`src/sv/adps_pkg.sv`:
```
// shared types and constants of the adc to pwm duty smoother
package adps_pkg;

	// field widths
	localparam int SAMPLE_W = 10;
	localparam int DUTY_W   = 8;
	localparam int THR_W    = 8;

	typedef logic [SAMPLE_W-1:0] sample_t;
	typedef logic [DUTY_W-1:0]   duty_t;
	typedef logic [THR_W-1:0]    thr_t;

	// hysteresis threshold after reset
	localparam thr_t THR_RESET = thr_t'(2);

	// filter: floor((avg + 4*s) / 5) as multiply by reciprocal and shift
	localparam int         SMOOTH_NUM_W = SAMPLE_W + 3;
	localparam int         SMOOTH_SHIFT = 16;
	localparam int         SMOOTH_REC_W = 14;
	localparam logic [SMOOTH_REC_W-1:0] SMOOTH_REC = 14'd13108;

	// duty map: floor((s*255 + 511) / 1023) as multiply by reciprocal and shift
	localparam int         DUTY_NUM_W = SAMPLE_W + DUTY_W;
	localparam logic [DUTY_NUM_W-1:0] DUTY_ROUND = 18'd511;
	localparam int         DUTY_SHIFT = 28;
	localparam int         DUTY_REC_W = 19;
	localparam logic [DUTY_REC_W-1:0] DUTY_REC = 19'd262401;

	// extreme duty codes that always refresh the held duty
	localparam duty_t DUTY_MIN = duty_t'(0);
	localparam duty_t DUTY_MAX = duty_t'(255);

endpackage

```
`src/sv/adps_sample_if.sv`:
```
// sample channel: valid, ready and one converter reading
interface adps_sample_if import adps_pkg::*; ();
	logic    valid;
	logic    ready;
	sample_t sample;

	modport source (output valid, output sample, input ready);
	modport sink (input valid, input sample, output ready);
endinterface

```
`src/sv/adps_result_if.sv`:
```
// result channel: valid, ready, held duty and update flag
interface adps_result_if import adps_pkg::*; ();
	logic  valid;
	logic  ready;
	duty_t duty;
	logic  changed;

	modport source (output valid, output duty, output changed, input ready);
	modport sink (input valid, input duty, input changed, output ready);
endinterface

```
`src/sv/adps_accum.sv`:
```
// block accumulator: sums samples and hands over one block total per block
module adps_accum import adps_pkg::*; #(
	parameter int BLOCK_SAMPLES = 5
) (
	input  logic                clk,
	input  logic                arst_n,
	adps_sample_if.sink         samples,
	output logic                sum_valid,
	input  logic                sum_ready,
	output logic [SAMPLE_W+$clog2(BLOCK_SAMPLES)-1:0] sum
);

	localparam int SUM_W = SAMPLE_W + $clog2(BLOCK_SAMPLES);
	localparam int CNT_W = $clog2(BLOCK_SAMPLES + 1);
	localparam logic [CNT_W-1:0] CNT_LAST = CNT_W'(BLOCK_SAMPLES - 1);

	logic [SUM_W-1:0] acc_q;
	logic [CNT_W-1:0] count_q;
	logic [SUM_W-1:0] sum_s1;
	logic             valid_s1;
	logic [SUM_W-1:0] total;
	logic             last;
	logic             fire;

	// running total including the offered sample
	assign total = acc_q + SUM_W'(samples.sample);
	assign last  = (count_q == CNT_LAST);

	// only the closing sample of a block needs room in the block register
	assign samples.ready = !last || !valid_s1 || sum_ready;
	assign fire          = samples.valid && samples.ready;

	// accumulator, sample count and block register valid
	always_ff @(posedge clk or negedge arst_n) begin
		if (!arst_n) begin
			acc_q    <= '0;
			count_q  <= '0;
			valid_s1 <= 1'b0;
		end else begin
			if (fire && last)
				valid_s1 <= 1'b1;
			else if (sum_ready)
				valid_s1 <= 1'b0;
			if (fire) begin
				if (last) begin
					acc_q   <= '0;
					count_q <= '0;
				end else begin
					acc_q   <= total;
					count_q <= count_q + CNT_W'(1);
				end
			end
		end
	end

	// block total
	always_ff @(posedge clk) begin
		if (fire && last)
			sum_s1 <= total;
	end

	assign sum_valid = valid_s1;
	assign sum       = sum_s1;

endmodule

```
`src/sv/adps_filter.sv`:
```
// block average and first-order low-pass filter
module adps_filter import adps_pkg::*; #(
	parameter int BLOCK_SAMPLES = 5
) (
	input  logic                clk,
	input  logic                arst_n,
	input  logic                sum_valid,
	output logic                sum_ready,
	input  logic [SAMPLE_W+$clog2(BLOCK_SAMPLES)-1:0] sum,
	output logic                lvl_valid,
	input  logic                lvl_ready,
	output sample_t             lvl
);

	localparam int SUM_W    = SAMPLE_W + $clog2(BLOCK_SAMPLES);
	localparam int AVG_SH   = SUM_W + $clog2(BLOCK_SAMPLES);
	localparam int AVG_RW   = AVG_SH + 1;
	localparam logic [AVG_RW-1:0] AVG_REC =
		AVG_RW'(((longint'(1) << AVG_SH) + BLOCK_SAMPLES - 1) / BLOCK_SAMPLES);
	localparam int AVG_PW   = SUM_W + AVG_RW;
	localparam int SMOOTH_PW = SMOOTH_NUM_W + SMOOTH_REC_W;

	sample_t                 avg_s2;
	logic                    valid_s2;
	sample_t                 smoothed_q;
	logic                    valid_s3;
	logic                    s2_ready;
	logic                    s3_ready;
	logic [AVG_PW-1:0]       avg_prod;
	logic [SMOOTH_NUM_W-1:0] smooth_num;
	logic [SMOOTH_PW-1:0]    smooth_prod;
	sample_t                 smooth_next;

	// per-stage flow control
	assign s3_ready  = !valid_s3 || lvl_ready;
	assign s2_ready  = !valid_s2 || s3_ready;
	assign sum_ready = s2_ready;

	// block average: floor(sum / BLOCK_SAMPLES) by reciprocal
	assign avg_prod = AVG_PW'(sum) * AVG_PW'(AVG_REC);

	// filter update: floor((avg + 4*smoothed) / 5) by reciprocal
	assign smooth_num  = SMOOTH_NUM_W'(avg_s2) + {1'b0, smoothed_q, 2'b00};
	assign smooth_prod = SMOOTH_PW'(smooth_num) * SMOOTH_PW'(SMOOTH_REC);
	assign smooth_next = smooth_prod[SMOOTH_SHIFT +: SAMPLE_W];

	// stage valids and the filter state
	always_ff @(posedge clk or negedge arst_n) begin
		if (!arst_n) begin
			valid_s2   <= 1'b0;
			valid_s3   <= 1'b0;
			smoothed_q <= '0;
		end else begin
			if (s2_ready)
				valid_s2 <= sum_valid;
			if (s3_ready) begin
				valid_s3 <= valid_s2;
				if (valid_s2)
					smoothed_q <= smooth_next;
			end
		end
	end

	// average register
	always_ff @(posedge clk) begin
		if (s2_ready && sum_valid)
			avg_s2 <= avg_prod[AVG_SH +: SAMPLE_W];
	end

	assign lvl_valid = valid_s3;
	assign lvl       = smoothed_q;

endmodule

```
`src/sv/adps_duty.sv`:
```
// duty mapping, hysteresis decision and result register
module adps_duty import adps_pkg::*; (
	input  logic          clk,
	input  logic          arst_n,
	input  logic          lvl_valid,
	output logic          lvl_ready,
	input  sample_t       lvl,
	input  thr_t          threshold,
	adps_result_if.source results
);

	localparam int DUTY_PW = DUTY_NUM_W + DUTY_REC_W;

	duty_t                 fresh_s4;
	logic                  valid_s4;
	duty_t                 held_q;
	duty_t                 duty_q;
	logic                  changed_q;
	logic                  valid_q;
	logic                  s4_ready;
	logic                  out_ready;
	logic [DUTY_NUM_W-1:0] duty_num;
	logic [DUTY_PW-1:0]    duty_prod;
	duty_t                 gap;
	logic                  update;

	// per-stage flow control
	assign out_ready = !valid_q || results.ready;
	assign s4_ready  = !valid_s4 || out_ready;
	assign lvl_ready = s4_ready;

	// duty = floor((s*255 + 511) / 1023) by reciprocal
	assign duty_num  = {lvl, {DUTY_W{1'b0}}} - DUTY_NUM_W'(lvl) + DUTY_ROUND;
	assign duty_prod = DUTY_PW'(duty_num) * DUTY_PW'(DUTY_REC);

	// hysteresis: update on a large enough change or at either extreme
	assign gap    = (fresh_s4 >= held_q) ? (fresh_s4 - held_q) : (held_q - fresh_s4);
	assign update = (gap > threshold) || (fresh_s4 == DUTY_MIN) || (fresh_s4 == DUTY_MAX);

	// stage valids and the held duty
	always_ff @(posedge clk or negedge arst_n) begin
		if (!arst_n) begin
			valid_s4 <= 1'b0;
			valid_q  <= 1'b0;
			held_q   <= '0;
		end else begin
			if (s4_ready)
				valid_s4 <= lvl_valid;
			if (out_ready) begin
				valid_q <= valid_s4;
				if (valid_s4 && update)
					held_q <= fresh_s4;
			end
		end
	end

	// duty register and result payload
	always_ff @(posedge clk) begin
		if (s4_ready && lvl_valid)
			fresh_s4 <= duty_prod[DUTY_SHIFT +: DUTY_W];
		if (out_ready && valid_s4) begin
			duty_q    <= update ? fresh_s4 : held_q;
			changed_q <= update;
		end
	end

	assign results.valid   = valid_q;
	assign results.duty    = duty_q;
	assign results.changed = changed_q;

endmodule

```
`src/sv/adc_to_pwm_duty_smoother.sv`:
```
// Converter samples are summed in blocks of BLOCK_SAMPLES; each finished block gives one
// result: the block average drives a low-pass filter of weight 1/5, the filtered level is
// mapped to an 8-bit duty and the held duty follows it only past the hysteresis threshold
// or at 0 and 255. One sample is taken every clock cycle unless a block's closing sample
// is held off; a result passes the five pipeline registers (block total, average, filter
// state, duty, result), each of which stalls only when it is full and the next one cannot
// take it, so samples keep flowing while a result waits until the stall reaches the block
// total. The threshold resets to 2 and should be written only while the block is idle.
module adc_to_pwm_duty_smoother import adps_pkg::*; #(
	parameter int BLOCK_SAMPLES = 5
) (
	input  logic          clk,
	input  logic          arst_n,
	adps_sample_if.sink   samples,
	adps_result_if.source results,
	input  logic          cfg_wr_en,
	input  thr_t          cfg_wr_data
);

	localparam int SUM_W = SAMPLE_W + $clog2(BLOCK_SAMPLES);

	thr_t             threshold_q;
	logic             sum_valid;
	logic             sum_ready;
	logic [SUM_W-1:0] sum;
	logic             lvl_valid;
	logic             lvl_ready;
	sample_t          lvl;

	// hysteresis threshold register
	always_ff @(posedge clk or negedge arst_n) begin
		if (!arst_n)
			threshold_q <= THR_RESET;
		else if (cfg_wr_en)
			threshold_q <= cfg_wr_data;
	end

	// block accumulation
	adps_accum #(
		.BLOCK_SAMPLES(BLOCK_SAMPLES)
	) u_accum (
		.clk      (clk),
		.arst_n   (arst_n),
		.samples  (samples),
		.sum_valid(sum_valid),
		.sum_ready(sum_ready),
		.sum      (sum)
	);

	// average and filter
	adps_filter #(
		.BLOCK_SAMPLES(BLOCK_SAMPLES)
	) u_filter (
		.clk      (clk),
		.arst_n   (arst_n),
		.sum_valid(sum_valid),
		.sum_ready(sum_ready),
		.sum      (sum),
		.lvl_valid(lvl_valid),
		.lvl_ready(lvl_ready),
		.lvl      (lvl)
	);

	// duty map and hysteresis
	adps_duty u_duty (
		.clk      (clk),
		.arst_n   (arst_n),
		.lvl_valid(lvl_valid),
		.lvl_ready(lvl_ready),
		.lvl      (lvl),
		.threshold(threshold_q),
		.results  (results)
	);

endmodule
```
`src/flat_wrapper.sv`:
```
// flat-port wrapper written by rule: the top's interface ports become plain ports
module adc_to_pwm_duty_smoother_flat import adps_pkg::*;
#(
	parameter int BLOCK_SAMPLES = 5
)
  (clk, arst_n, cfg_wr_en, cfg_wr_data, samples_valid, samples_sample, samples_ready, results_valid, results_duty, results_changed, results_ready);
  adps_sample_if samples_i ();
  adps_result_if results_i ();
  input  logic clk;
  input  logic arst_n;
  input  logic cfg_wr_en;
  input  thr_t cfg_wr_data;
  input wire logic [$bits(samples_i.valid)-1:0] samples_valid;
  input wire logic [$bits(samples_i.sample)-1:0] samples_sample;
  output wire logic [$bits(samples_i.ready)-1:0] samples_ready;
  output wire logic [$bits(results_i.valid)-1:0] results_valid;
  output wire logic [$bits(results_i.duty)-1:0] results_duty;
  output wire logic [$bits(results_i.changed)-1:0] results_changed;
  input wire logic [$bits(results_i.ready)-1:0] results_ready;
  assign samples_i.valid = samples_valid;
  assign samples_i.sample = samples_sample;
  assign samples_ready = samples_i.ready;
  assign results_valid = results_i.valid;
  assign results_duty = results_i.duty;
  assign results_changed = results_i.changed;
  assign results_i.ready = results_ready;
  adc_to_pwm_duty_smoother #(.BLOCK_SAMPLES(BLOCK_SAMPLES)) u_core (.clk(clk), .arst_n(arst_n), .samples(samples_i), .results(results_i), .cfg_wr_en(cfg_wr_en), .cfg_wr_data(cfg_wr_data));
endmodule
```
`config.mk`:
```
export PLATFORM = sky130hd
export DESIGN_NAME = adc_to_pwm_duty_smoother_flat
export DESIGN_NICKNAME = d
export VERILOG_FILES = /design/src/sv/adps_pkg.sv /design/src/sv/adps_sample_if.sv /design/src/sv/adps_result_if.sv /design/src/sv/adps_accum.sv /design/src/sv/adps_filter.sv /design/src/sv/adps_duty.sv /design/src/sv/adc_to_pwm_duty_smoother.sv /design/src/flat_wrapper.sv
export SDC_FILE = /design/constraint.sdc
export NUM_CORES = 1
export LEC_CHECK = 0
export ABC_AREA = 1
export BUFFER_PORTS_ARGS = -buffer_cell sky130_fd_sc_hd__buf_2
export CORE_ASPECT_RATIO = 0.7
export CORE_MARGIN = 2
export CORE_UTILIZATION = 53
export DETAILED_ROUTE_END_ITERATION = 7
export PLACE_DENSITY = 0.79
export SYNTH_ARGS = -nofsm -noshare
export SYNTH_HDL_FRONTEND = slang
export SYNTH_HIERARCHICAL = 1
export SYNTH_SLANG_ARGS = --single-unit
export TNS_END_PERCENT = 50
```
`constraint.sdc`:
```
create_clock -name clk -period 6.1 [get_ports clk]
set_input_delay 0.61 -clock clk [delete_from_list [all_inputs] [get_ports clk]]
set_output_delay 0.61 -clock clk [all_outputs]
set_load 0.02 [all_outputs]
```
Word level (Yosys, flattened, before mapping)

Cells that the tools add are included.

Register bits after elaboration: 87
Bits of input ports: 23
Output and inout port bits: 11
Logic and storage cells: 59

$add $sub $neg: 7
$mul: 3
$lt $le $gt $ge: 2
Equality and inequality tests: 2
Multiplexer cells: 6
Reductions and logical operators: 24

Operators with widths:

| kind                                                 | number |
|---|---|
| multiplier 13 x 12 -> 24 bit (second input constant) | 2 |
| multiplier 18 x 19 -> 36 bit (second input constant) | 1 |
| adder 18 x 9 -> 18 bit (second input constant)       | 1 |
| subtractor 18 x 10 -> 18 bit                         | 1 |
| two-way mux 8 bit                                    | 2 |
| subtractor 8 bit                                     | 2 |
| adder 10 x 12 -> 13 bit                              | 1 |
| adder 13 x 10 -> 13 bit                              | 1 |
| two-way mux 13 bit                                   | 1 |
| equality test 8 bit (second input constant)          | 1 |
| >= comparator 8 bit                                  | 1 |
| greater-than comparator 8 bit                        | 1 |
| zero test 8 bit                                      | 1 |
| logical OR 1 bit                                     | 8 |
| logical AND 1 bit                                    | 6 |
| zero test 1 bit                                      | 6 |
| AND reduction 2 bit                                  | 2 |
| adder 3 x 1 -> 3 bit (second input constant)         | 1 |
| equality test 3 bit (second input constant)          | 1 |
| two-way mux 3 bit                                    | 1 |
| two-way mux 1 bit                                    | 2 |
| nonzero test 2 bit                                   | 1 |

Logic depth before layout (Yosys ltp)

Gate-level depths: netlist of run 1.

Depth in word-level cells: 9
Depth in mapped cells: 30

By module

The synthesis of run 1 kept the hierarchy.

Modules (own cells, without submodules):

| module                   | instances | cells each | area an instance (um^2) | sequential area each (um^2) |
|---|---|---|---|---|
| adps_filter              | 1         | 865        | 7131.8                  | 600.6 |
| adps_duty                | 1         | 531        | 3882.5                  | 760.7 |
| adps_accum               | 1         | 224        | 1854.3                  | 815.8 |
| adc_to_pwm_duty_smoother | 1         | 34         | 306.5                   | 201.4 |

Worst setup path after synthesis of run 1

No wires, ideal clock.

Path kind: reg-to-reg
Start point: reg u_core.u_filter.smoothed_q[0], in the netlist u_core/u_filter/lvl[0]
End point: reg u_core.u_filter.smoothed_q[8], in the netlist u_core/u_filter/lvl[8]
Arrival time: 5.082 ns
Slack: 0.900 ns
Stages on the path, launching flop included: 27
Buffers on the path: 0
Period minus slack after synthesis: 5.200 ns
Cells stage by stage: dfrtp_1 ha_1 inv_1 fa_1 inv_1 a31oi_1 xor2_1 inv_1 ha_1 inv_1 fa_1 inv_1 fa_1 fa_1 inv_1 fa_1 inv_1 ha_1 nand2_1 nor2_1 inv_1 nor3_1 nand4_1 nand3_1 nand2_1 nand3_1 nand2_1

Cells in the longest elaborated chain, start to end: 2

RTL lines:

| element                      | RTL line          | source |
|---|---|---|
| start: declaration           | adps_filter.sv:25 | `sample_t smoothed_q;` |
| start signal: assignment     | adps_filter.sv:59 | `smoothed_q <= smooth_next;` |
| adder 10 x 12 -> 13 bit      | adps_filter.sv:43 | `assign smooth_num = SMOOTH_NUM_W'(avg_s2) + {1'b0, smoothed_q, 2'b00};` |
| multiplier 13 x 12 -> 24 bit | adps_filter.sv:44 | `assign smooth_prod = SMOOTH_PW'(smooth_num) * SMOOTH_PW'(SMOOTH_REC);` |

No other way between the ends.
A chain may end at the register's enable or synchronous reset.

Worst setup path in the final report of run 1

Start point: reg u_core.u_filter.smoothed_q[2], in the netlist u_core/u_filter/lvl[2]
End point: reg u_core.u_filter.smoothed_q[2], in the netlist u_core/u_filter/lvl[2]

The elaborated chain is that of the path after synthesis.

==> results of run 1 <==
## cell families after synthesis
logic type	synth area share (%)
and+or+nand+nor	20.8
buffers and inverters	10.8
DFF	18.1
AOI/OAI and AO/OA	6.50
adders and majority gates	40.9
xor gates and xnor gates	2.97
## what timing repair did
action                                  4_1_cts  5_1_grt
endpoints found under the setup margin        0        4
setup buffers                                 0        0
hold endpoints to repair                      0        0
gates resized for setup                       0        6
## cell usage after synthesis (7+ instances only)
cell type  count
edfxtp_1      40
a21o_1        11
nor3_1        11
nand3b_1       7
nor2_1        59
xor2_1        26
nand2_2       21
nand3_1       83
xnor2_1       15
inv_1        355
o21ai_0       29
o21bai_1       9
ha_1         283
fa_1          92
nand4_1       22
a21oi_1       74
nand2_1      395
dfrtp_1       46
## worst max path at each step
stage | endpoint | slack (ns) | cells after the start | startpoint
6_report | u_core/u_filter/lvl[2] | 0.37 | 23 | u_core/u_filter/lvl[2]
3_5_place_dp | u_core/u_filter/lvl[1] | 0.29 | 24 | u_core/u_filter/lvl[0]
3_3_place_gp | u_core/u_filter/lvl[1] | 0.49 | 24 | u_core/u_filter/lvl[0]
4_1_cts | u_core/u_filter/lvl[1] | 0.30 | 24 | u_core/u_filter/lvl[2]
5_1_grt | u_core/u_filter/lvl[8] | -0.01 | 26 | u_core/u_filter/lvl[2]
2_1_floorplan | u_core/u_filter/lvl[8] | 0.90 | 26 | u_core/u_filter/lvl[0]
## routing by layer
metal	part of all wire [%]	GRT usage (%)	routed length [um]	up-vias
met5	0	0	0	-
met2	42	37.0	12700	311
met3	7.1	5.27	2130	16
met4	0.68	3.31	206	0
li1	-	-	-	5344
met1	50	35.9	15100	5092
## final cells by class
| cell class | count | area [um^2] | area share (%) |
|---|---|---|---|
| Sequential cell | 87 | 2380 | 17.0 |
| Clock inverter | 5 | 40.0 | 0.286 |
| Timing Repair Buffer | 37 | 195 | 1.39 |
| Inverter | 360 | 1350 | 9.64 |
| Multi-Input combinational cell | 1196 | 9410 | 67.1 |
| Clock buffer | 11 | 243 | 1.73 |
| Tap cell | 325 | 407 | 2.90 |
## state kept, by name, summed over array words and instances (netlist names), 3 cells and up
signal                      count
u_core/threshold_q              8
u_core/u_accum/acc_q           13
u_core/u_accum/count_q          3
u_core/u_accum/sum             13
u_core/u_duty/fresh_s4          8
u_core/u_duty/held_q            8
u_core/u_duty/results.duty      8
u_core/u_filter/avg_s2         10
u_core/u_filter/lvl            10
## per-stage QoR
step / instance area [um^2] / TNS, ns / util [%] / instances
after global placement: 13700 / 0 / 55.8 / 2005
after CTS: 14000 / 0 / 57.0 / 2021
final: 14000 / 0 / 57.1 / 2021
after detailed placement: 13700 / 0 / 55.8 / 2005
after global routing: 14000 / -0.0102 / 57.1 / 2021
after floorplan: 13200 / 0 / - / 1654
==> impl_metrics.py, run 1 <==
metrics = {
    "run_status": {
        "outcome": "finished clean",
    },
    "global_routing": {
        "global_route.usage.total_pct": 24.2,
        "grt_pass1_vias": 10500,
        "grt_max_degree": 48,
        "antenna_found_initial": 0,
        "grt_pass1_wl_mm": 50.5,
        "overflow": 0,
    },
    "placed_design": {
        "pre_cts_slack_ns": 0.291,
        "dp_hpwl_mm": 25.7,
        "gp_congestion": 0.950,
        "port_buffers": 33,
    },
    "sta": {
        "setup_viol": 0,
        "max_slew_margin_pct": 29.1,
        "fin_crit_sh_pct": 94.0,
        "fmax_mhz": 174,
        "hold_slack_ns": 0.343,
        "worst_slack_ns": 0.368,
        "period_needed_ns": 5.73,
        "tightestPinTransition_ns": 1.06,
        "drv_slew": 0,
        "finClkSkew_ns": 0.00680,
        "hold_viol_final": 0,
    },
    "detailed_routing": {
        "wl_per_cell_um": 14.9,
        "dr.pass1.iters": 5,
        "drc": 0,
        "vias_per_cell": 5.33,
        "drt_iter0_markers": 778,
        "postRouteAntennaNets": 0,
        "wl_mm": 30.1,
        "vias": 10763,
    },
    "floorplanning": {
        "floorplan.rows": 48,
        "ios": 34,
        "die-area_mm2": 0.0262,
        "die_x_um": 192,
        "die_h_um": 136,
        "start_util_pct": 53.6,
        "core_region_area_mm2": 0.0246,
    },
    "clocking": {
        "cts.path.max_buffers": 2,
        "cts_root_buf": "clkbuf_16",
        "cts_tree": "done",
        "clk_pin_slew_ns": 0.07,
        "htree_num_levels": 3,
        "clock_latency_ns": 0.37,
        "clock_sinks": 87,
        "cts_hold_buf": 0,
        "cts_made_buffers": 9,
    },
    "setup_path": {
        "start_kind": "flip-flop",
        "critPathTopFamily": "adder cells",
        "worstPathMaxFanout": 6,
        "r2r_cells": 23,
        "crit_type": "reg -> reg",
        "slowest_delay_ns": 0.55,
        "r2r_end": "u_core/u_filter/lvl[2]",
        "cpMaxStageDelayCell": "fa_1",
        "critPathBufInv": 3,
        "reg2reg_from": "u_core/u_filter/lvl[2]",
        "end_kind": "flip-flop",
        "ff2ff_setup_slack_ns": 0.37,
        "path_cells": "ha_2, nand2_1, nand2_1, nand3_1, nand2_1, a21oi_2, o21ai_0, xnor2_1, inv_1, ha_1, inv_1, fa_1, fa_1, inv_1, fa_1, fa_1, ha_1, a21o_1, a21oi_1, nand3_1, or2_1, nand3_1, nand2_1",
        "cp.required_ns": 6.35,
        "arrival_ns": 5.98,
    },
    "synth": {
        "yosysWarnings": 6,
        "synth_cell_types": 46,
        "avgSynthCellArea_um2": 7.97,
        "synth_area_leaders": "ha_1 (27%), fa_1 (14%), nand2_1 (11%)",
        "synth_area_leader_cell": "ha_1",
        "synth_area_mm2": 0.0132,
        "synth_ff_type": "dfrtp_1",
        "async_flop_share_pct": 54.0,
        "syn_inst": 1654,
        "synth_top_area_share_pct": 26.9,
        "yosysSeqAreaShare_pct": 18.1,
        "synth-seq-cells": 87,
        "synth_nets": 2052,
        "synth_edf_count": 40,
    },
    "final_layout": {
        "layout-drive-gt1-share_pct": 6.19,
        "fillCellCount": 2163,
        "final_common_cell": "nand2_1",
        "layout_common_cells": "nand2_1 (395), inv_1 (354), ha_1 (282)",
        "syn2layout_area_growth_pct": 6.44,
        "diodes": 0,
        "nNetsFinal": 2089,
    },
    "run": {
        "max_cap_violations": 0,
    },
    "worst_hold_path": {
        "hp-class": "in -> async",
    },
}
Power of run 1 is left out: the tool's default activity adds up to more than one toggle a clock period on the data nets, which glitch-free logic cannot reach.
==> run 2: changes to the inputs <==
--- a/config.mk
+++ b/config.mk
@@ -11,7 +11,7 @@
 export CORE_MARGIN = 2
 export CORE_UTILIZATION = 53
 export DETAILED_ROUTE_END_ITERATION = 7
-export PLACE_DENSITY = 0.79
+export PLACE_DENSITY_LB_ADDON = 0.3
 export SYNTH_ARGS = -nofsm -noshare
 export SYNTH_HDL_FRONTEND = slang
 export SYNTH_HIERARCHICAL = 1
==> run 2 against run 1 <==
Register-to-register slack got worse by 0.06 ns. Clock-buffer cell count decreased by 1. Critical path type unchanged. Critical path depth decreased by 1. Sequential share of layout area hardly changed. Largest cell class unchanged. Die area is the same. Hold slack lost 0.0072 ns. Utilization hardly changed. Final cell count unchanged. Fmax decreased by 1.0%. Global-route usage fell by 0.49 points. Routed wire length down 2.3%.
==> impl_metrics.py, run 2 (synthesis results as in run 1) <==
metrics = {
    "detailed_routing": {
        "wl_met2_mm": 11.5,
        "postRouteAntennaNets": 0,
        "wl_met3_mm": 2.04,
        "wl_per_cell_um": 14.6,
        "met1Wirelength_mm": 15.6,
        "vias": 10644,
        "drc": 0,
        "vias_per_cell": 5.27,
        "drt_iter0_markers": 866,
        "wl_mm": 29.4,
        "top_layer": "met4",
        "dr.pass1.iters": 5,
    },
    "setup_path": {
        "cp.required_ns": 6.35,
        "ff2ff_setup_slack_ns": 0.31,
        "cpMaxStageDelayCell": "xnor2_1",
        "critPathTopFamily": "adder cells",
        "end_kind": "flip-flop",
        "worstPathMaxFanout": 5,
        "reg2reg_from": "u_core/u_filter/lvl[0]",
        "arrival_ns": 6.04,
        "crit_type": "reg -> reg",
        "r2r_end": "u_core/u_filter/lvl[1]",
        "critPathBufInv": 6,
        "path_cells": "ha_2, inv_1, fa_1, xnor2_1, ha_1, inv_1, fa_1, inv_1, fa_1, fa_1, inv_1, fa_1, inv_1, ha_1, nand2_1, nor2_1, inv_1, nor3_2, a21oi_1, or2_1, nand3_1, nand2_1",
        "cpMostUsedCell": "inv_1",
        "r2r_cells": 22,
        "start_kind": "flip-flop",
        "slowest_delay_ns": 0.58,
    },
    "clocking": {
        "clock_sinks": 87,
        "cts.path.max_buffers": 2,
        "clk_pin_slew_ns": 0.07,
        "cts_root_buf": "clkbuf_16",
        "clock_latency_ns": 0.36,
        "cts_tree": "done",
        "cts_made_buffers": 9,
        "htree_num_levels": 3,
    },
    "final_layout": {
        "diodes": 0,
        "layout_common_cells": "nand2_1 (395), inv_1 (354), ha_1 (281)",
        "fin_cells": 2021,
        "syn2layout_area_growth_pct": 6.36,
        "final_common_cell": "nand2_1",
        "layout-drive-gt1-share_pct": 6.13,
        "fin_util_pct": 57.0,
        "nNetsFinal": 2089,
    },
    "sta": {
        "finClkSkew_ns": 0.00604,
        "hold_viol_final": 0,
        "setup_viol": 0,
        "finalSetupTns_ns": 0,
        "fin_crit_sh_pct": 94.9,
        "worst_slack_ns": 0.310,
        "max_slew_margin_pct": 33.1,
        "drv_slew": 0,
        "tightestPinTransition_ns": 1.00,
        "rsz0062_at_grt": "yes",
        "fmax_mhz": 173,
        "period_needed_ns": 5.79,
    },
    "floorplanning": {
        "die_h_um": 136,
        "die-area_mm2": 0.0262,
        "floorplan.rows": 48,
        "core_region_area_mm2": 0.0246,
        "ios": 34,
        "start_util_pct": 53.6,
        "die_x_um": 192,
    },
    "run": {
        "max_cap_violations": 0,
    },
    "global_routing": {
        "grt_max_degree": 48,
        "grt_pass1_wl_mm": 49.5,
        "grt_pass1_vias": 10088,
        "global_route.usage.total_pct": 23.7,
        "antenna_found_initial": 0,
        "overflow": 0,
    },
    "placed_design": {
        "placed_cells": 2004,
        "port_buffers": 33,
        "pre_cts_slack_ns": 0.290,
        "dp_hpwl_mm": 25.1,
        "gp_congestion": 0.934,
    },
    "run_status": {
        "outcome": "finished clean",
    },
    "worst_hold_path": {
        "hp-class": "in -> async",
    },
}
[run 2: changes by cell type in the layout (fill, tap and decap cells not counted), sizes merged]
cell      previous run  this run
clkbuf              11        10
clkinv               0         2
clkinvlp             3         0
inv                362       364
[run 2: layout make-up]
cell class | count | area [um^2]
repair buffers | 37 | 195
multi-input cells | 1196 | 9400
inverters | 360 | 1350
flip-flops and latches | 87 | 2380
fillers | 2218 | 10600
clock buffers | 10 | 229
well taps | 325 | 407
clock inverters | 6 | 52.6
[run 2: worst max-delay path by stage]
stage | startpoint | endpoint | depth (start not counted)
6_report | u_core/u_filter/lvl[0] | u_core/u_filter/lvl[1] | 22
5_1_grt | u_core/u_filter/lvl[0] | u_core/u_filter/lvl[1] | 24
3_5_place_dp | u_core/u_filter/lvl[0] | u_core/u_filter/lvl[1] | 21
3_3_place_gp | u_core/u_filter/lvl[0] | u_core/u_filter/lvl[1] | 24
2_1_floorplan | u_core/u_filter/lvl[0] | u_core/u_filter/lvl[8] | 26
4_1_cts | u_core/u_filter/lvl[0] | u_core/u_filter/lvl[1] | 24
[run 2: stage by stage]
step,cell area [um^2],hold WS [ns]
after floorplan,13200,0.314
after global placement,13700,0.456
after detailed placement,13700,0.462
after CTS,14000,0.364
after global routing,14000,0.409
final,14000,0.336
[run 2: repair_timing]
item | 4_1_cts | 5_1_grt
buffers inserted | 0 | 1
hold buffers | 0 | 0
resized for setup | 0 | 6
setup endpoints to repair | 0 | 4
[run 2: metal layers]
metal,up-vias,global-route usage (%)
li1,5343,-
met1,4978,38.3
met2,300,33.2
met3,23,4.54
met4,0,2.76
met5,-,0
Power of run 2 is left out for the same reason.
